--- config.mk ---
export PLATFORM = sky130hd
export DESIGN_NAME = name_hash_to_color
export DESIGN_NICKNAME = d
export VERILOG_FILES = /design/src/hw/rtl/nhc_pkg.sv /design/src/hw/rtl/nhc_sum.sv /design/src/hw/rtl/nhc_color.sv /design/src/hw/rtl/name_hash_to_color.sv
export SDC_FILE = /design/constraint.sdc
export NUM_CORES = 1
export LEC_CHECK = 0
export BUFFER_PORTS_ARGS = -buffer_cell sky130_fd_sc_hd__buf_4
export CAP_MARGIN = 20
export CORE_UTILIZATION = 45
export DETAILED_ROUTE_END_ITERATION = 8
export HOLD_SLACK_MARGIN = 0.1
export PLACE_DENSITY = 0.7
export SLEW_MARGIN = 15
export SYNTH_ARGS = -nofsm -noshare
export SYNTH_HDL_FRONTEND = slang
export SYNTH_HIERARCHICAL = 1
export SYNTH_SLANG_ARGS = --single-unit
--- constraint.sdc ---
create_clock -name clk -period 7.8 [get_ports clk]
set_clock_uncertainty 0.05 [all_clocks]
set_input_delay 1.56 -clock clk [delete_from_list [all_inputs] [get_ports clk]]
set_output_delay 1.56 -clock clk [all_outputs]
set_load 0.02 [all_outputs]
--- src/hw/rtl/nhc_pkg.sv ---
package nhc_pkg;

  localparam int unsigned SUM_W = 16;

  localparam logic [SUM_W-1:0] ADLER_MOD    = 16'd65521;
  localparam logic [SUM_W-1:0] LOW_SUM_INIT = 16'd1;
  localparam logic [SUM_W-1:0] HIGH_SUM_INIT = 16'd0;
  localparam logic [7:0]       DIM_LIMIT    = 8'd64;

  typedef logic [SUM_W-1:0] sum_t;

  // control from the byte stage to the sum registers
  typedef struct packed {
    logic advance;
    logic last;
  } nhc_ctl_t;

  // both operands stay below the modulus, so one conditional subtract is enough
  function automatic sum_t mod_add(input sum_t x, input logic [SUM_W:0] y);
    logic [SUM_W:0] s;
    s = {1'b0, x} + y;
    if (s >= {1'b0, ADLER_MOD}) begin
      s = s - {1'b0, ADLER_MOD};
    end
    return s[SUM_W-1:0];
  endfunction

endpackage

--- src/hw/rtl/nhc_sum.sv ---
module nhc_sum (
  input  logic              clk,
  input  logic              rst_n,
  input  nhc_pkg::nhc_ctl_t ctl,
  input  logic [7:0]        name_byte,
  output nhc_pkg::sum_t     low_nxt,
  output nhc_pkg::sum_t     high_nxt
);
  import nhc_pkg::*;

  sum_t low_sum_r;
  sum_t high_sum_r;

  always_comb begin
    low_nxt  = mod_add(low_sum_r, {{(SUM_W-8){1'b0}}, name_byte, 1'b0});
    high_nxt = mod_add(high_sum_r, {1'b0, low_nxt});
  end

  always_ff @(posedge clk) begin
    if (!rst_n) begin
      low_sum_r  <= LOW_SUM_INIT;
      high_sum_r <= HIGH_SUM_INIT;
    end else if (ctl.advance) begin
      if (ctl.last) begin
        // name done, start over for the next one
        low_sum_r  <= LOW_SUM_INIT;
        high_sum_r <= HIGH_SUM_INIT;
      end else begin
        low_sum_r  <= low_nxt;
        high_sum_r <= high_nxt;
      end
    end
  end

endmodule

--- src/hw/rtl/nhc_color.sv ---
module nhc_color (
  input  logic [31:0] checksum,
  output logic [7:0]  red,
  output logic [7:0]  green,
  output logic [7:0]  blue
);
  import nhc_pkg::*;

  logic [7:0] r;
  logic [7:0] g;
  logic [7:0] b;
  logic       dim;

  always_comb begin
    r   = checksum[7:0];
    g   = checksum[19:12];
    b   = checksum[27:20];
    dim = (r < DIM_LIMIT) && (g < DIM_LIMIT) && (b < DIM_LIMIT);
    if (dim) begin
      // all below 64, so the scaled values fit in 8 bits
      red   = r + {r[6:0], 1'b0};
      green = g + {g[6:0], 1'b0} + DIM_LIMIT;
      blue  = {b[5:0], 2'b00};
    end else begin
      red   = r;
      green = g;
      blue  = b;
    end
  end

endmodule

--- src/hw/rtl/name_hash_to_color.sv ---
// Byte-serial name checksum and color. One name character is taken per transfer,
// the final one marked by in_last_byte; the block keeps an Adler-32 style pair of
// sums modulo 65521 with each byte added doubled, and on the marked byte gives one
// result: the 32-bit checksum (high sum in bits 31-16, low sum in 15-0) and a color
// taken from checksum bits, brightened when all three components are below 64.
// Unmarked bytes give no result. One byte is accepted per cycle unless the input is
// stalled as below; a byte passes an input register, then the modular adds and color
// logic, then the result register. The sums return to 1 and 0 after each name.
// Backpressure on the result side stalls the input only when a marked byte is
// waiting for the result register.
module name_hash_to_color (
  input  logic        clk,
  input  logic        rst_n,
  input  logic        in_valid,
  output logic        in_ready,
  input  logic [7:0]  in_name_byte,
  input  logic        in_last_byte,
  output logic        out_valid,
  input  logic        out_ready,
  output logic [31:0] out_checksum,
  output logic [7:0]  out_red,
  output logic [7:0]  out_green,
  output logic [7:0]  out_blue
);
  import nhc_pkg::*;

  logic       s1_valid_r;
  logic       s1_valid_nxt;
  logic [7:0] s1_byte_r;
  logic       s1_last_r;
  logic       out_valid_r;
  logic       out_valid_nxt;
  logic [31:0] checksum_r;
  logic [7:0] red_r;
  logic [7:0] green_r;
  logic [7:0] blue_r;

  logic       out_free;
  logic       s1_adv;
  logic       in_xfer;
  logic       res_load;
  nhc_ctl_t   ctl;
  sum_t       low_nxt;
  sum_t       high_nxt;
  logic [31:0] checksum_nxt;
  logic [7:0] red_nxt;
  logic [7:0] green_nxt;
  logic [7:0] blue_nxt;

  always_comb begin
    out_free = !out_valid_r || out_ready;
    // unmarked bytes never need the result register
    s1_adv   = s1_valid_r && (!s1_last_r || out_free);
    in_ready = !s1_valid_r || s1_adv;
    in_xfer  = in_valid && in_ready;
    res_load = s1_adv && s1_last_r;

    if (in_xfer) begin
      s1_valid_nxt = 1'b1;
    end else if (s1_adv) begin
      s1_valid_nxt = 1'b0;
    end else begin
      s1_valid_nxt = s1_valid_r;
    end

    if (res_load) begin
      out_valid_nxt = 1'b1;
    end else if (out_ready) begin
      out_valid_nxt = 1'b0;
    end else begin
      out_valid_nxt = out_valid_r;
    end

    ctl.advance  = s1_adv;
    ctl.last     = s1_last_r;
    checksum_nxt = {high_nxt, low_nxt};
  end

  nhc_sum u_sum (
    .clk       (clk),
    .rst_n     (rst_n),
    .ctl       (ctl),
    .name_byte (s1_byte_r),
    .low_nxt   (low_nxt),
    .high_nxt  (high_nxt)
  );

  nhc_color u_color (
    .checksum (checksum_nxt),
    .red      (red_nxt),
    .green    (green_nxt),
    .blue     (blue_nxt)
  );

  always_ff @(posedge clk) begin
    if (!rst_n) begin
      s1_valid_r  <= 1'b0;
      out_valid_r <= 1'b0;
    end else begin
      s1_valid_r  <= s1_valid_nxt;
      out_valid_r <= out_valid_nxt;
    end
  end

  always_ff @(posedge clk) begin
    if (in_xfer) begin
      s1_byte_r <= in_name_byte;
      s1_last_r <= in_last_byte;
    end
    if (res_load) begin
      checksum_r <= checksum_nxt;
      red_r      <= red_nxt;
      green_r    <= green_nxt;
      blue_r     <= blue_nxt;
    end
  end

  assign out_valid    = out_valid_r;
  assign out_checksum = checksum_r;
  assign out_red      = red_r;
  assign out_green    = green_r;
  assign out_blue     = blue_r;

endmodule

After elaboration in Yosys (flattened, before gate mapping)
Index checks and enable logic that the tools add are counted.

word-level totals
  input port bits = 13
  register bits after elaboration = 99
  logic and storage cells = 47
  output and inout port bits = 58

operators by class
  reduce and logical (&&, ||, !) cells = 13
  order comparisons = 5
  mux-type cells = 11
  $add $sub $neg = 7

operators by type and width
  kind                    number
  $mux 16                 4
  $ge 17x16->1 const B    2
  $sub 16x16->16 const B  2
  $lt 8x7->1 const B      3
  $mux 8                  3
  $add 16x16->17          1
  $add 16x9->17           1
  $add 8x8->8             2
  $add 8x7->8 const B     1
  $logic_and 1x1->1       5
  $mux 1                  4
  $reduce_bool 2->1       2
  $logic_not 1->1         3
  $logic_or 1x1->1        3

Longest topological paths before layout
  depth in word-level cells = 10
  depth in mapped cells = 30
  gate-level depth less buffers = 28

Modules after synthesis
Netlist, hierarchy kept.

modules (own cells, without submodules)
  module              area each (µm²)  seq. area each (µm²)  cells each  times used
  nhc_sum             3,528.4          640.6                 441         1
  name_hash_to_color  2,069.5          1,991.9               77          1
  nhc_color           807.0            0.0                   115         1

Least setup slack after synthesis
OpenSTA, ideal clock, no wires.

  kind = reg-to-reg
  from = register s1_byte_r[0]
  to = register green_r[7] (netlist: out_green[7]) (data pin)
  path buffers = 1
  library setup time = 0.261 ns
  cell stages (with the launch flop) = 29
  data required time = 7.489 ns
  data arrival time = 6.610 ns
  setup slack = 0.879 ns
  clock period less this slack = 6.921 ns
  path through = edfxtp_1 ha_1 fa_1 a21o_1 a221oi_1 xnor2_1 a21boi_0 a41o_1 o211ai_1 nor4_1 xor2_1 ha_1 a21o_1 a221oi_2 o21bai_1 xor2_2 nand4_2 nor4_4 a31o_2 buf_2 nand2_1 xor2_1 inv_1 ha_1 inv_1 ha_1 a21oi_1 a211oi_1 nand3b_1

on the way
  word-level cells in the longest chain between the ends = 10
  elaborated cells on any way between the ends = 16
  those cells by class = add/sub (6); order compare (5); mux (3); reduce/logical (2)

RTL lines
  what                                                                 RTL line                      text
  start: declaration                                                   name_hash_to_color.sv:29      logic [7:0] s1_byte_r;
  start signal: assignment                                             name_hash_to_color.sv:107     s1_byte_r <= in_name_byte;
  $add 16x9->17 (*)                                                    nhc_pkg.sv:21                 s = {1'b0, x} + y;
  $sub 16x16->16 / $ge 17x16->1 (equally long branches)                nhc_pkg.sv:23, nhc_pkg.sv:22
  $mux 16 (*)                                                          nhc_pkg.sv:22                 if (s >= {1'b0, ADLER_MOD}) begin
  named net low_nxt[3]                                                 name_hash_to_color.sv:43      sum_t low_nxt;
  $add 16x16->17 (*)                                                   nhc_pkg.sv:21
  $ge 17x16->1 (*)                                                     nhc_pkg.sv:22
  $mux 16 (*)                                                          nhc_pkg.sv:22
  named net high_nxt[2]                                                name_hash_to_color.sv:44      sum_t high_nxt;
  parallel branches: the longest is 3 deep, another holds $add 8x8->8  -
  $mux 8 (*)                                                           nhc_color.sv:19               if (dim) begin
  named net green_nxt[7]                                               name_hash_to_color.sv:47      logic [7:0] green_nxt;
  end signal: assignment                                               name_hash_to_color.sv:113     green_r <= green_nxt;
  end: declaration                                                     name_hash_to_color.sv:35      logic [7:0] green_r;

Mark *: on every way through the listed nets, which the timed path passes.
A chain may end at the register's enable or synchronous reset.

Worst setup path after layout
Same ends and word-level chain as after synthesis.

==> qor.log <==
INFO  place          hpwl=11020µm
INFO  outcome        status=complete, no violations
INFO  place          finalWeightedCongestion=0.8811
INFO  yosys          synth_seq_area_share=0.4110
INFO  layout         drive_gt1_frac=0.1983
INFO  clocking       clock_sinks=99
INFO  routing        wl=14680µm
INFO  clocking       worstSkewPairLatency=360ps
INFO  worst_setup_path setup.worst_path.start_class=flip-flop
INFO  power          power.density_cell_area=181.8nW/µm²
INFO  worst_setup_path worst_setup_path_end_kind=flip-flop
INFO  power          power.leakage=3.169nW
INFO  worst_setup_path cp_slowest_stage_delay=430ps
INFO  die            rows=43
INFO  worst_setup_path critical_path.n_buffers_inverters=3
INFO  timing         tightestPinTransition=644.4ps
INFO  die            design.core.area=13880µm²
INFO  layout         final_net_count=772
INFO  yosys          synthesis.yosys.warnings=6
INFO  timing         setup_viol_count_final=0
INFO  timing         grt_setup_unrepaired=false
INFO  yosys          ys_ff_latch=99
INFO  die            die_height=121.3µm
INFO  grt            grt_pass1_vias=4873
INFO  routing        drt_iter0_markers=342
INFO  timing         fin_crit_sh=0.9497
INFO  layout         areaGrowthSynthToFinish=17.72%
INFO  worst_setup_path worst_ep_required_time=7860ps
INFO  layout         post-route-cell-area=7540µm²
INFO  yosys          synth.lib_cells_used.distinct=81
INFO  clocking       cts_root_buffer=sky130_fd_sc_hd__clkbuf_16
INFO  timing         slew_headroom=0.5694
INFO  yosys          synth-main-ff-cell=sky130_fd_sc_hd__edfxtp_1
INFO  grt            grt_use_total=0.2024
INFO  timing         final-hold-violation-count=0
INFO  yosys          async_reset_ff_frac=0
INFO  place          numPortBuffers=70
INFO  grt            grt_first_pass_wirelength=23190µm
INFO  worst_setup_path cpLargestDelayFamily=simple AND/OR/NAND/NOR gates
INFO  die            top_level_ports=71
INFO  clocking       cts.htree.levels=3
INFO  die            initial_core_util=0.4614
INFO  clocking       clock_path_buffers=2
INFO  yosys          synth-edff-count=65
INFO  routing        post_drt_via_cell_ratio=5.712
INFO  routing        route.vias.total=5089
INFO  worst_setup_path cpMaxStageDelayCell=sky130_fd_sc_hd__fa_1
INFO  die            dieWidth=121.3µm
INFO  worst_setup_path cp_common_cell=sky130_fd_sc_hd__ha_1
INFO  timing         setup_tns=0ps
INFO  routing        detail_route.first_pass.iterations=5
INFO  place          placement.cell_area=7143µm²
INFO  layout         num_antenna_cells=0
INFO  routing        drt.antenna.violating_nets=0
INFO  worst_setup_path crit_type=reg2reg
INFO  timing         fmax=135.0MHz
INFO  clocking       cts-hold-fix-buffers=0
INFO  job            cap_violations=0
INFO  routing        residual_drc=0
INFO  yosys          synth.net_count=699
INFO  power          max-vdd-ir-drop=0.09380mV
INFO  timing         finalMaxSlewViolations=0
INFO  yosys          synthesis.area=6405µm²
INFO  routing        routedWlPerCell=16.47µm
INFO  clocking       tritoncts=built
INFO  min_path       worst_hold_path_class=reg2reg
INFO  yosys          syn_inst=633
INFO  timing         minimum_clock_period_after_layout=7408ps
INFO  die            die-area=14710µm²
INFO  grt            grt_remaining_overflow=0
INFO  grt            grt_start_max_net_pins=42
INFO  clocking       clk_pin_slew=70ps
INFO  worst_setup_path crit_arrival=7460ps
INFO  grt            number_of_antenna_violations_at_the_first_check_in_global_routing=0
INFO  yosys          syn_area_per_cell=10.12µm²
INFO  clocking       cts_inserted_buffers=9
INFO  worst_setup_path cp_max_fo=13
[cell usage in the layout, fill, tap and decap left out, types with 5 or more instances in the layout]
cell                         n
sky130_fd_sc_hd__dfxtp_1    34
sky130_fd_sc_hd__a22o_1     14
sky130_fd_sc_hd__clkbuf_16   9
sky130_fd_sc_hd__a211oi_1    6
sky130_fd_sc_hd__edfxtp_1   65
sky130_fd_sc_hd__nand3_1    19
sky130_fd_sc_hd__a21oi_1    31
sky130_fd_sc_hd__nand2_1    66
sky130_fd_sc_hd__nor3_1     14
sky130_fd_sc_hd__nand2b_1    8
sky130_fd_sc_hd__xnor2_1    32
sky130_fd_sc_hd__and3_1      8
sky130_fd_sc_hd__and2_1     13
sky130_fd_sc_hd__a221o_1     5
sky130_fd_sc_hd__xor2_1     22
sky130_fd_sc_hd__nand4_1    13
sky130_fd_sc_hd__nor2_1     31
sky130_fd_sc_hd__a31oi_1     8
sky130_fd_sc_hd__buf_4      88
sky130_fd_sc_hd__o21ai_0    21
sky130_fd_sc_hd__inv_1      23
sky130_fd_sc_hd__o21a_1      6
sky130_fd_sc_hd__nor2b_1     6
sky130_fd_sc_hd__a21o_1     16
sky130_fd_sc_hd__ha_1       47
sky130_fd_sc_hd__a21boi_1    5
[cells in the mapped netlist, drive strengths merged (13+ instances only)]
library cell,count,share of area
dfxtp,34,0.11
clkbuf,16,0.0094
a21o,16,0.019
ha,49,0.096
nor2,32,0.019
a21oi,32,0.025
a22o,14,0.019
nand2,66,0.039
xnor2,36,0.049
nand3,19,0.015
and2,13,0.013
nand4,14,0.015
edfxtp,65,0.30
nor3,15,0.013
inv,23,0.013
xor2,24,0.035
o21ai,25,0.020
[flip-flops by register name, indices dropped and copies added (netlist names)]
| name | cells |
|---|---|
| out_green | 8 |
| u_sum/high_sum_r | 16 |
| u_sum/low_sum_r | 16 |
| s1_last_r | 1 |
| out_valid | 1 |
| out_checksum | 32 |
| s1_valid_r | 1 |
| out_blue | 8 |
| s1_byte_r | 8 |
| out_red | 8 |
[layer usage]
| metal | global-route usage | vias up | routed length, µm |
|---|---|---|---|
| met5 | 0 | - | 0 |
| li1 | - | 2503 | - |
| met1 | 0.2516 | 2417 | 6505 |
| met4 | 0.1003 | 0 | 323 |
| met2 | 0.3438 | 147 | 7232 |
| met3 | 0.02585 | 22 | 616 |
[worst paths after layout]
| path | startpoint | end | slack, ps | depth (start not counted) |
|---|---|---|---|---|
| worst max-delay path | s1_byte_r[0] | out_green[7] | 390 | 28 |
| worst min-delay path | u_sum/low_sum_r[1] | u_sum/low_sum_r[1] | 430 | 2 |
| worst max register to register | s1_byte_r[0] | out_green[7] | 390 | 28 |
| worst min register to register | u_sum/low_sum_r[1] | u_sum/low_sum_r[1] | 430 | 2 |
[worst min-delay path, stage by stage (launching register included)]
cell and delay, ps:
sky130_fd_sc_hd__dfxtp_1 340, sky130_fd_sc_hd__nand2_1 50, sky130_fd_sc_hd__o21ai_0 60
[cells by family (layout without fill, tap and decap cells)]
kind of cell | count (synthesis) | in the layout | synth area share
mux | 3 | 3 | 0.004884
buf+inv | 49 | 127 | 0.03419
simple gates | 207 | 207 | 0.1709
flops | 99 | 99 | 0.4110
compound gates | 162 | 162 | 0.1864
fa+ha+maj | 53 | 53 | 0.1082
xor+xnor | 60 | 60 | 0.08439
[metrics by stage]
stage | total power, mW | hold slack [ps] | instances | setup slack (ps) | util
after global routing | 1.428 | 456.5 | 891 | 3.882 | 0.5432
after global placement | 0.9090 | 409.4 | 872 | 566.8 | 0.5146
final | 1.371 | 432.0 | 891 | 392.5 | 0.5432
after detailed placement | 0.9181 | 415.1 | 872 | 309.2 | 0.5146
after CTS | 1.368 | 433.0 | 888 | 287.4 | 0.5363
after floorplan | 0.8333 | 379.1 | 633 | 878.5 | -
[area by class of cell]
cell class / count / area, µm²
clock buffers: 9 / 225.2
clock inverters: 7 / 76.32
well taps: 180 / 225.2
multi-input cells: 485 / 3633
inverters: 23 / 86.33
fillers: 1198 / 6341
repair buffers: 88 / 660.6
flip-flops and latches: 99 / 2633
[what timing repair did]
item | 4_1_cts | 5_1_grt
resized for setup | 0 | 13
buffers inserted | 0 | 3
endpoints found under the setup margin | 0 | 20
endpoints found under the hold margin | 0 | 0
[where the power goes]
part           switching [mW]  total (mW)  leakage [nW]  internal [mW]
logic                   0.198       0.326          2.14          0.128
clock network           0.198       0.448         0.144          0.250
registers             0.00899       0.596         0.890          0.587
total                   0.405        1.37          3.17          0.965
(Power assumes the default switching activity.)
